### config.mk
export PLATFORM = sky130hd
export DESIGN_NAME = endpoint_set_table
export DESIGN_NICKNAME = d
export VERILOG_FILES = /design/src/hw/rtl/est_pkg.sv /design/src/hw/rtl/est_ram.sv /design/src/hw/rtl/endpoint_set_table.sv
export SDC_FILE = /design/constraint.sdc
export NUM_CORES = 2
export LEC_CHECK = 0
export ABC_AREA = 0
export BUFFER_PORTS_ARGS = -buffer_cell sky130_fd_sc_hd__buf_2
export CAP_MARGIN = 20
export CORE_MARGIN = 2
export CORE_UTILIZATION = 40
export CTS_CLUSTER_DIAMETER = 100
export DETAILED_ROUTE_END_ITERATION = 6
export REMOVE_ABC_BUFFERS = 1
export SYNTH_ARGS = -nofsm -noshare
export SYNTH_HDL_FRONTEND = slang
export SYNTH_HIERARCHICAL = 1
export SYNTH_SLANG_ARGS = --single-unit
export TNS_END_PERCENT = 20
### constraint.sdc
create_clock -name clk_i -period 4.9 [get_ports clk_i]
set_clock_uncertainty 0.05 [all_clocks]
set_input_delay 0.49 -clock clk_i [delete_from_list [all_inputs] [get_ports clk_i]]
set_output_delay 0.49 -clock clk_i [all_outputs]
set_load 0.01 [all_outputs]
### src/hw/rtl/est_pkg.sv
// shared constants and codes of the endpoint set table
package est_pkg;

  // table size and derived widths
  localparam int unsigned TABLE_DEPTH = 64;
  localparam int unsigned IDX_W = (TABLE_DEPTH > 1) ? $clog2(TABLE_DEPTH) : 1;
  localparam int unsigned CNT_W = $clog2(TABLE_DEPTH + 1);

  // field widths
  localparam int unsigned REQ_W    = 2;
  localparam int unsigned ADDR_W   = 32;
  localparam int unsigned PORT_W   = 16;
  localparam int unsigned STATUS_W = 2;
  localparam int unsigned COUNT_W  = 7;
  localparam int unsigned ENTRY_W  = ADDR_W + PORT_W;

  // request kinds (the reserved code behaves as a lookup)
  localparam logic [REQ_W-1:0] REQ_INSERT = 2'd0;
  localparam logic [REQ_W-1:0] REQ_DELETE = 2'd1;
  localparam logic [REQ_W-1:0] REQ_LOOKUP = 2'd2;

  // result codes
  localparam logic [STATUS_W-1:0] ST_NONE = 2'd0;
  localparam logic [STATUS_W-1:0] ST_DONE = 2'd1;
  localparam logic [STATUS_W-1:0] ST_FULL = 2'd2;

endpackage

### src/hw/rtl/est_ram.sv
// generic single write port ram with registered read
module est_ram #(
  parameter int unsigned WIDTH = 8,
  parameter int unsigned DEPTH = 16
) (
  input  logic                                  clk_i,
  input  logic                                  wr_en_i,
  input  logic [((DEPTH > 1) ? $clog2(DEPTH) : 1)-1:0] wr_addr_i,
  input  logic [WIDTH-1:0]                      wr_data_i,
  input  logic                                  rd_en_i,
  input  logic [((DEPTH > 1) ? $clog2(DEPTH) : 1)-1:0] rd_addr_i,
  output logic [WIDTH-1:0]                      rd_data_o
);

  logic [WIDTH-1:0] mem_q [DEPTH];
  logic [WIDTH-1:0] rd_data_q;

  // write port
  always_ff @(posedge clk_i) begin
    if (wr_en_i) begin
      mem_q[wr_addr_i] <= wr_data_i;
    end
  end

  // registered read port
  always_ff @(posedge clk_i) begin
    if (rd_en_i) begin
      rd_data_q <= mem_q[rd_addr_i];
    end
  end

  assign rd_data_o = rd_data_q;

endmodule

### src/hw/rtl/endpoint_set_table.sv
// endpoint set table: insert, delete and lookup of address/port pairs
//
//  channel | direction | payload                               | handshake
//  in      | input     | req_type, client_addr, client_port    | in_valid_i / in_stall_o
//  out     | output    | status, entry_count                   | out_valid_o / out_stall_i
//
// each request reads every slot in turn through the single read port of the entry ram,
// compares each slot after its read, and then commits; the next transfer is taken in the
// idle state after the commit, so the block takes no new transfer while a request is in
// its scan or commit.
// the valid marks and entry count are cleared by reset; the ram needs no clearing.
// a finished result waits in the output register; the block takes the next
// transfer while it waits, but holds a new commit until the register is free.
module endpoint_set_table (
  input  logic                              clk_i,
  input  logic                              rst_ni,
  input  logic                              in_valid_i,
  output logic                              in_stall_o,
  input  logic [est_pkg::REQ_W-1:0]         req_type_i,
  input  logic [est_pkg::ADDR_W-1:0]        client_addr_i,
  input  logic [est_pkg::PORT_W-1:0]        client_port_i,
  output logic                              out_valid_o,
  input  logic                              out_stall_i,
  output logic [est_pkg::STATUS_W-1:0]      status_o,
  output logic [est_pkg::COUNT_W-1:0]       entry_count_o
);

  localparam logic [1:0] S_IDLE   = 2'd0;
  localparam logic [1:0] S_SCAN   = 2'd1;
  localparam logic [1:0] S_COMMIT = 2'd2;

  localparam logic [est_pkg::CNT_W-1:0] CNT_END = est_pkg::CNT_W'(est_pkg::TABLE_DEPTH);

  logic [1:0]                         state_q, state_d;
  logic [est_pkg::CNT_W-1:0]          cnt_q, cnt_d;
  logic                               chk_q, chk_d;
  logic [est_pkg::IDX_W-1:0]          chk_idx_q, chk_idx_d;
  logic                               hit_q, hit_d;
  logic [est_pkg::IDX_W-1:0]          hit_idx_q, hit_idx_d;
  logic                               free_q, free_d;
  logic [est_pkg::IDX_W-1:0]          free_idx_q, free_idx_d;
  logic [est_pkg::REQ_W-1:0]          req_q;
  logic [est_pkg::ENTRY_W-1:0]        key_q;
  logic [est_pkg::TABLE_DEPTH-1:0]    valid_q;
  logic [est_pkg::COUNT_W-1:0]        total_q, total_d;
  logic                               out_valid_q, out_valid_d;
  logic [est_pkg::STATUS_W-1:0]       status_q, status_d;
  logic [est_pkg::COUNT_W-1:0]        count_q, count_d;

  logic                               in_xfer;
  logic                               rd_en;
  logic [est_pkg::ENTRY_W-1:0]        rd_data;
  logic                               wr_en;
  logic                               set_valid;
  logic                               clr_valid;
  logic                               commit;
  logic                               slot_match;

  assign in_xfer = in_valid_i && !in_stall_o;
  assign in_stall_o = (state_q != S_IDLE);

  // entry storage, one address/port pair per slot
  est_ram #(
    .WIDTH (est_pkg::ENTRY_W),
    .DEPTH (est_pkg::TABLE_DEPTH)
  ) u_entry_ram (
    .clk_i     (clk_i),
    .wr_en_i   (wr_en),
    .wr_addr_i (free_idx_q),
    .wr_data_i (key_q),
    .rd_en_i   (rd_en),
    .rd_addr_i (cnt_q[est_pkg::IDX_W-1:0]),
    .rd_data_o (rd_data)
  );

  assign rd_en = (state_q == S_SCAN) && (cnt_q != CNT_END);
  assign slot_match = valid_q[chk_idx_q] && (rd_data == key_q);
  assign commit = (state_q == S_COMMIT) && (!out_valid_q || !out_stall_i);

  // scan sequencer and commit decision
  always_comb begin
    state_d     = state_q;
    cnt_d       = cnt_q;
    chk_d       = 1'b0;
    chk_idx_d   = cnt_q[est_pkg::IDX_W-1:0];
    hit_d       = hit_q;
    hit_idx_d   = hit_idx_q;
    free_d      = free_q;
    free_idx_d  = free_idx_q;
    total_d     = total_q;
    status_d    = status_q;
    count_d     = count_q;
    out_valid_d = out_valid_q && out_stall_i;
    wr_en       = 1'b0;
    set_valid   = 1'b0;
    clr_valid   = 1'b0;

    case (state_q)
      S_IDLE: begin
        if (in_xfer) begin
          state_d = S_SCAN;
          cnt_d   = '0;
          hit_d   = 1'b0;
          free_d  = 1'b0;
        end
      end
      S_SCAN: begin
        // compare the slot read in the previous cycle
        if (chk_q) begin
          if (slot_match && !hit_q) begin
            hit_d     = 1'b1;
            hit_idx_d = chk_idx_q;
          end
          if (!valid_q[chk_idx_q] && !free_q) begin
            free_d     = 1'b1;
            free_idx_d = chk_idx_q;
          end
        end
        if (cnt_q == CNT_END) begin
          state_d = S_COMMIT;
        end else begin
          chk_d = 1'b1;
          cnt_d = cnt_q + 1'b1;
        end
      end
      S_COMMIT: begin
        if (commit) begin
          state_d     = S_IDLE;
          out_valid_d = 1'b1;
          status_d    = est_pkg::ST_NONE;
          case (req_q)
            est_pkg::REQ_INSERT: begin
              if (!hit_q) begin
                if (free_q) begin
                  wr_en     = 1'b1;
                  set_valid = 1'b1;
                  total_d   = total_q + 1'b1;
                  status_d  = est_pkg::ST_DONE;
                end else begin
                  status_d = est_pkg::ST_FULL;
                end
              end
            end
            est_pkg::REQ_DELETE: begin
              if (hit_q) begin
                clr_valid = 1'b1;
                total_d   = total_q - 1'b1;
                status_d  = est_pkg::ST_DONE;
              end
            end
            default: begin
              status_d = hit_q ? est_pkg::ST_DONE : est_pkg::ST_NONE;
            end
          endcase
          count_d = total_d;
        end
      end
      default: begin
        state_d = S_IDLE;
      end
    endcase
  end

  // control registers
  always_ff @(posedge clk_i or negedge rst_ni) begin
    if (!rst_ni) begin
      state_q     <= S_IDLE;
      cnt_q       <= '0;
      chk_q       <= 1'b0;
      hit_q       <= 1'b0;
      free_q      <= 1'b0;
      total_q     <= '0;
      out_valid_q <= 1'b0;
    end else begin
      state_q     <= state_d;
      cnt_q       <= cnt_d;
      chk_q       <= chk_d;
      hit_q       <= hit_d;
      free_q      <= free_d;
      total_q     <= total_d;
      out_valid_q <= out_valid_d;
    end
  end

  // valid marks, cleared at reset
  always_ff @(posedge clk_i or negedge rst_ni) begin
    if (!rst_ni) begin
      valid_q <= '0;
    end else if (set_valid) begin
      valid_q[free_idx_q] <= 1'b1;
    end else if (clr_valid) begin
      valid_q[hit_idx_q] <= 1'b0;
    end
  end

  // request and result payload
  always_ff @(posedge clk_i) begin
    if (in_xfer) begin
      req_q <= req_type_i;
      key_q <= {client_addr_i, client_port_i};
    end
    chk_idx_q  <= chk_idx_d;
    hit_idx_q  <= hit_idx_d;
    free_idx_q <= free_idx_d;
    status_q   <= status_d;
    count_q    <= count_d;
  end

  assign out_valid_o   = out_valid_q;
  assign status_o      = status_q;
  assign entry_count_o = count_q;

endmodule

# Yosys cells after proc, flatten, opt, wreduce, memory -nomap -nowiden

Memories as Yosys holds them, arrays and structs flattened. A register that Yosys moved wholly into a read port is not among the register bits.
Index checks and enable logic that the tools add are counted.

Add/sub/neg operators: 3
$lt $le $gt $ge: 5
Eq/ne operators: 13
Multiplexer cells: 45
Bitwise logic cells: 3
Reduce and logical (&&, ||, !) cells: 28

Operator list:

| cell                                                                          | count |
|---|---|
| 64-bit two-way mux                                                            | 2 |
| 64-bit bitwise AND                                                            | 1 |
| 64-bit NOT                                                                    | 1 |
| 64-bit OR                                                                     | 1 |
| 48-bit equality test                                                          | 1 |
| 7-bit two-way mux                                                             | 5 |
| 7-bit case mux with 2 select lines                                            | 2 |
| 1-bit two-way mux                                                             | 24 |
| 6-bit by 7-bit less-than comparator with 1-bit output (second input constant) | 3 |
| 7-bit by 1-bit adder with 7-bit output (second input constant)                | 2 |
| 1-bit demux with 6-bit select                                                 | 2 |
| 6-bit by 1-bit >= comparator with 1-bit output (second input constant)        | 2 |
| 2-bit two-way mux                                                             | 6 |
| 3-bit AND reduction                                                           | 4 |
| 1-bit logical AND                                                             | 9 |
| 2-bit inequality test (second input constant)                                 | 4 |
| 4-bit AND reduction                                                           | 2 |
| 7-bit equality test (second input constant)                                   | 1 |
| 7-bit inequality test (second input constant)                                 | 1 |
| 7-bit by 1-bit subtractor with 7-bit output (second input constant)           | 1 |
| 1-bit binary-select mux with 6-bit select                                     | 1 |
| 1-bit logical NOT                                                             | 6 |
| 2-bit by 1-bit inequality test with 1-bit output (second input constant)      | 3 |
| 2-bit case mux with 3 select lines                                            | 1 |
| 7 further kinds                                                               | 12 |

Register bits: 161
Bits in writable memories: 3072
Bits of input ports: 54
Output and inout port bits: 11
Logic and storage cells: 113
Memories: 1

Memory list:

| memory            | words | bits a word | rd ports | clocked after Yosys merged registers in | wr ports | RTL line      | source |
|---|---|---|---|---|---|---|---|
| u_entry_ram.mem_q | 64    | 48          | 1        | 1                                       | 1        | est_ram.sv:15 | `logic [WIDTH-1:0] mem_q [DEPTH];` |

# Longest topological paths before layout

Word-level depth: 8
Depth in mapped cells: 9
Mapped depth without buffers: 9

# Cells and area by module

Netlist, hierarchy kept.

Modules (own cells, without submodules):

| module             | instances | cells an instance | area each (um^2) | seq. area each (um^2) |
|---|---|---|---|---|
| est_ram            | 1         | 4970              | 117597.8         | 93689.9 |
| endpoint_set_table | 1         | 581               | 7069.3           | 4354.2 |

# Least setup slack after synthesis

Ideal clock, no wire load.

Path kind: reg2reg
Start point: register cnt_q[0] (netlist name)
End point: register cnt_q[2] (netlist name)
Library setup time: 181 ps
Data arrival time: 5181 ps
Data required time: 4669 ps
Slack: -513 ps
Cell stages (with the launch flop): 7
Buffers on the path: 0
Period minus slack after synthesis: 5413 ps
Path through: dfrtp_1 > inv_1 > ha_1 > a311oi_1 > nand2_1 > xor2_1 > nor2_1

Word-level cells in the longest chain between the ends: 3
Elaborated cells between the ends (all ways): 6
Those cells by class: add/sub (1); eq/ne (2); mux (2); reduce/logical (1)

Ends and longest elaborated chain:

| item                                                                          | RTL line                                             | source |
|---|---|---|
| start, declared                                                               | endpoint_set_table.sv:35                             | `logic [est_pkg::CNT_W-1:0] cnt_q, cnt_d;` |
| start signal, assigned                                                        | endpoint_set_table.sv:176                            | `cnt_q <= cnt_d;` |
| 7-bit by 1-bit adder with 7-bit output or 7-bit equality test (tied branches) | endpoint_set_table.sv:123, endpoint_set_table.sv:119 |  |
| 7-bit two-way mux or 2-bit inequality test (tied branches)                    | -                                                    |  |
| 7-bit case mux with 2 select lines or 3-bit AND reduction (tied branches)     | -                                                    |  |

Several ways; a longest one is shown, not always the timed one. The select of a mux whose other input is x is not followed.
A chain may end at the register's enable or synchronous reset.

# Final worst setup path

Start point: register cnt_q[0] (netlist name)
End point: register u_entry_ram.rd_data_q[12], in the netlist u_entry_ram/rd_data_o[12], read port of u_entry_ram.mem_q, data pin

Word-level cells in the longest chain between the ends: 2

Ends and longest elaborated chain:

| item                  | RTL line                 | source |
|---|---|---|
| 7-bit inequality test | endpoint_set_table.sv:76 | `assign rd_en = (state_q == S_SCAN) && (cnt_q != CNT_END);` |
| 1-bit logical AND     | endpoint_set_table.sv:76 |  |
| end, declared         | est_ram.sv:16            | `logic [WIDTH-1:0] rd_data_q;` |

Several ways; a longest one is shown, not always the timed one.

==> impl_metrics.toml <==
[cts]
cts_root_buf = "clkbuf_16"
cts.htree.levels = 5
cts_resized = 0
cts_tree = "done"
clk_pin_slew_ns = 0.06
clk_path_buf_depth = 4
clock_sinks = 3281
clk-insertion-delay-late_ns = 0.95
cts_made_buffers = 338

[worst_setup_path]
rr_worst_depth = 8
crit_path_end = "u_entry_ram/rd_data_o[12]$_DFFE_PP_"
crit_arrival_ns = 4.48
worstPathCellList = "buf_12 > buf_4 > buf_4 > mux4_2 > o22ai_1 > nor2_1 > a21oi_1 > nor2_1"
r2r_start = "cnt_q[0]$_DFFE_PN0P_"
r2r-end = "u_entry_ram/rd_data_o[12]$_DFFE_PP_"
cp_max_fo = 35
slowest_stage = "dfrtp_4"
cp-start-kind = "flop"
cp_data_required_time_ns = 5.48
r2r_slack_ns = 1.00
crit_start = "cnt_q[0]$_DFFE_PN0P_"
crit_type = "flop to flop"
cp_slowest_stage_delay_ns = 1.12
end_kind = "flop"

[global_routing]
grtUsageTotal = 0.214
grt_antenna_before_repair = 16
grt_overflow_total = 0
grt_first_pass_wirelength_mm = 479
grt_pass1_vias = 62200
grt_max_degree = 85

[drt]
drtAntennaViolNets = 0
via_per_inst = 5.97
drt_pass1_iterations = 6
drt-wirelength-per-cell_um = 32.7
drtIter0Drc = 8435
detailroute.via_count = 62200
wl_mm = 341
drc = 0

[pwr]
p_comb_frac = 0.268
vdd_drop_max_mv = 0.405
leakagePower_nw = 45.0
cell_internal_pwr_w = 0.0540
swShare = 0.303
seq_power_share = 0.411
powerDensity_nw_per_um2 = 540
p_switching_w = 0.0235
p_total_w = 0.0775
p_clk_frac = 0.321

[synth]
ys_ff_latch = 3281
async_reset_ff_frac = 0.0256
yosys.area.top_type = "edfxtp_1"
yosys_most_used_dff = "edfxtp_1"
syn-cell-area_um2 = 125000
yosys_warnings = 6
syn_inst = 5551
synth-edff-count = 3191
ys_types = 63
synth.top_cell.area_share = 0.769
syn_area_per_cell_um2 = 22.5
ys_top_cells_by_area = "edfxtp_1 77%, mux4_2 14%, dfrtp_1 1.7%"
ys_seq_area_frac = 0.786

[placed_design]
placed_area_um2 = 132000
dp_hpwl_mm = 199
gp_congestion = 0.845
place_ws_ns = 0.954
io_buffers = 64

[sta]
tightest_slew_ns = 1.17
rsz0062_at_grt = "false"
finalCritPeriodShare = 0.795
finalCriticalPeriod_ns = 3.90
hold_ws_ns = 0.195
setup_viol = 0
fmax_mhz = 257
relSlewSlack = 0.218
hold_viol = 0
final_max_slew_viol_count = 0
timing.final.ws_setup_ns = 1.00

[final_layout]
final_nets = 6088
area_growth_pct = 15.0
stdcell_area_um2 = 143000
drive_gt1_frac = 0.274
nFillCells = 25400
finish.utilization = 0.464

[floorplanning]
core_area_um2 = 309000
dieHeight_um = 562
die_w_um = 562
start_util = 0.403
die_area_um2 = 316000
pin_count = 65
num_rows = 204

[run_status]
status = "complete, no violations"

[job]
maxCapViolations = 0

[min_path]
hp-class = "input port to flop"
## layout make-up
| class | instances | area [µm²] | area share |
|---|---|---|---|
| inverters | 25 | 96.3 | 0.000672 |
| clock inverters | 189 | 1740 | 0.0121 |
| diodes | 2 | 5.00 | 0.0000349 |
| clock buffers | 418 | 8890 | 0.0620 |
| repair buffers | 432 | 3940 | 0.0275 |
| multi-input cells | 1952 | 25500 | 0.178 |
| well taps | 4120 | 5150 | 0.0359 |
| flip-flops and latches | 3281 | 98100 | 0.684 |
## critical path: cells and delay by family (launching register included)
family	cells	cell delay (ns)
multiplexers	1	0.53
flip-flops	1	1.12
AO/OA/AOI/OAI	2	0.74
buffers and inverters	3	0.86
AND/OR/NAND/NOR	2	0.22
## how the worst min path moves through the flow
stage	startpoint	end	slack, ns	depth (start not counted)
2_1_floorplan	rst_ni	chk_q$_DFF_PN0_	0.14	0
3_3_place_gp	valid_q[55]$_DFFE_PN0P_	valid_q[55]$_DFFE_PN0P_	0.43	2
3_5_place_dp	valid_q[61]$_DFFE_PN0P_	valid_q[61]$_DFFE_PN0P_	0.45	2
4_1_cts	client_port_i[9]	key_q[9]$_DFFE_PP_	0.12	2
5_1_grt	client_addr_i[6]	key_q[22]$_DFFE_PP_	0.16	2
6_report	client_port_i[9]	key_q[9]$_DFFE_PP_	0.20	2
## power by group through the flow
stage / sequential [W] / clock (W) / combinational [W]
final: 0.0318 / 0.0249 / 0.0207
after detailed placement: 0.0324 / 0 / 0.0207
after floorplan: 0.0326 / 0 / 0.00873
after CTS: 0.0318 / 0.0253 / 0.0209
after global routing: 0.0319 / 0.0264 / 0.0217
after global placement: 0.0324 / 0 / 0.0207
## stage by stage
step                setup TNS [ns]  instances
floorplan                 -3067.62       5258
finish                           0      10400
global placement                 0       9755
global route                     0      10400
CTS                              0      10400
detailed placement               0       9755
## cells in the mapped netlist, drive strengths merged, types with 12 or more instances
cell       n
o22ai    129
nand2     97
edfxtp  3191
clkbuf   103
xnor2     23
mux2      18
o21ai    117
xor2      29
mux2i     67
buf      190
a21oi     88
nand4     12
a22oi     75
a221oi    85
dfrtp     84
inv       25
nand3     27
o221ai    28
nor2b     35
mux4     766
a22o      58
a211oi    34
a311oi    12
nor2     151
## cells in the final DEF (no fill, tap or decap), types with 75 or more instances in the layout
| cell type | instances |
|---|---|
| nor2_1 | 86 |
| a221oi_1 | 85 |
| a21oi_1 | 87 |
| o22ai_1 | 129 |
| o21ai_0 | 117 |
| a22oi_1 | 75 |
| dfrtp_1 | 79 |
| mux4_2 | 765 |
| edfxtp_1 | 3191 |
| nand2_1 | 94 |
| clkbuf_16 | 343 |
| buf_4 | 258 |
## registers in the layout, indices dropped and copies added, names as in the netlist
register               flops
total_q                    7
u_entry_ram/mem_q       3072
out_valid_o                1
state_q                    2
free_idx_q                 6
free_q                     1
hit_idx_q                  6
status_o                   2
valid_q                   64
entry_count_o              7
chk_q                      1
key_q                     48
cnt_q                      7
chk_idx_q                  6
hit_q                      1
req_q                      2
u_entry_ram/rd_data_o     48
## what timing repair did
item,in CTS,in global routing
hold endpoints to repair,139,17
buffers inserted,0,0
hold buffers,53,1
## metal layers
| layer | GRT usage | wire length (µm) |
|---|---|---|
| met1 | 0.303 | 137000 |
| met3 | 0.0365 | 30900 |
| met4 | 0.0654 | 10500 |
| met2 | 0.339 | 162000 |
| met5 | 0 | 35 |
## logic make-up (layout without fill, tap and decap cells)
family,Yosys count,in the layout,synth area share
flip-flops,3281,3281,0.786
multiplexers,851,851,0.145
AO/OA/AOI/OAI,653,653,0.0359
AND/OR/NAND/NOR,392,392,0.0149
buffers and inverters,318,1064,0.0133
XOR/XNOR,52,52,0.00365
adder cells (fa/ha/maj),4,4,0.000401
other,0,2,0
Note: power is estimated with default switching activity, not from simulation.
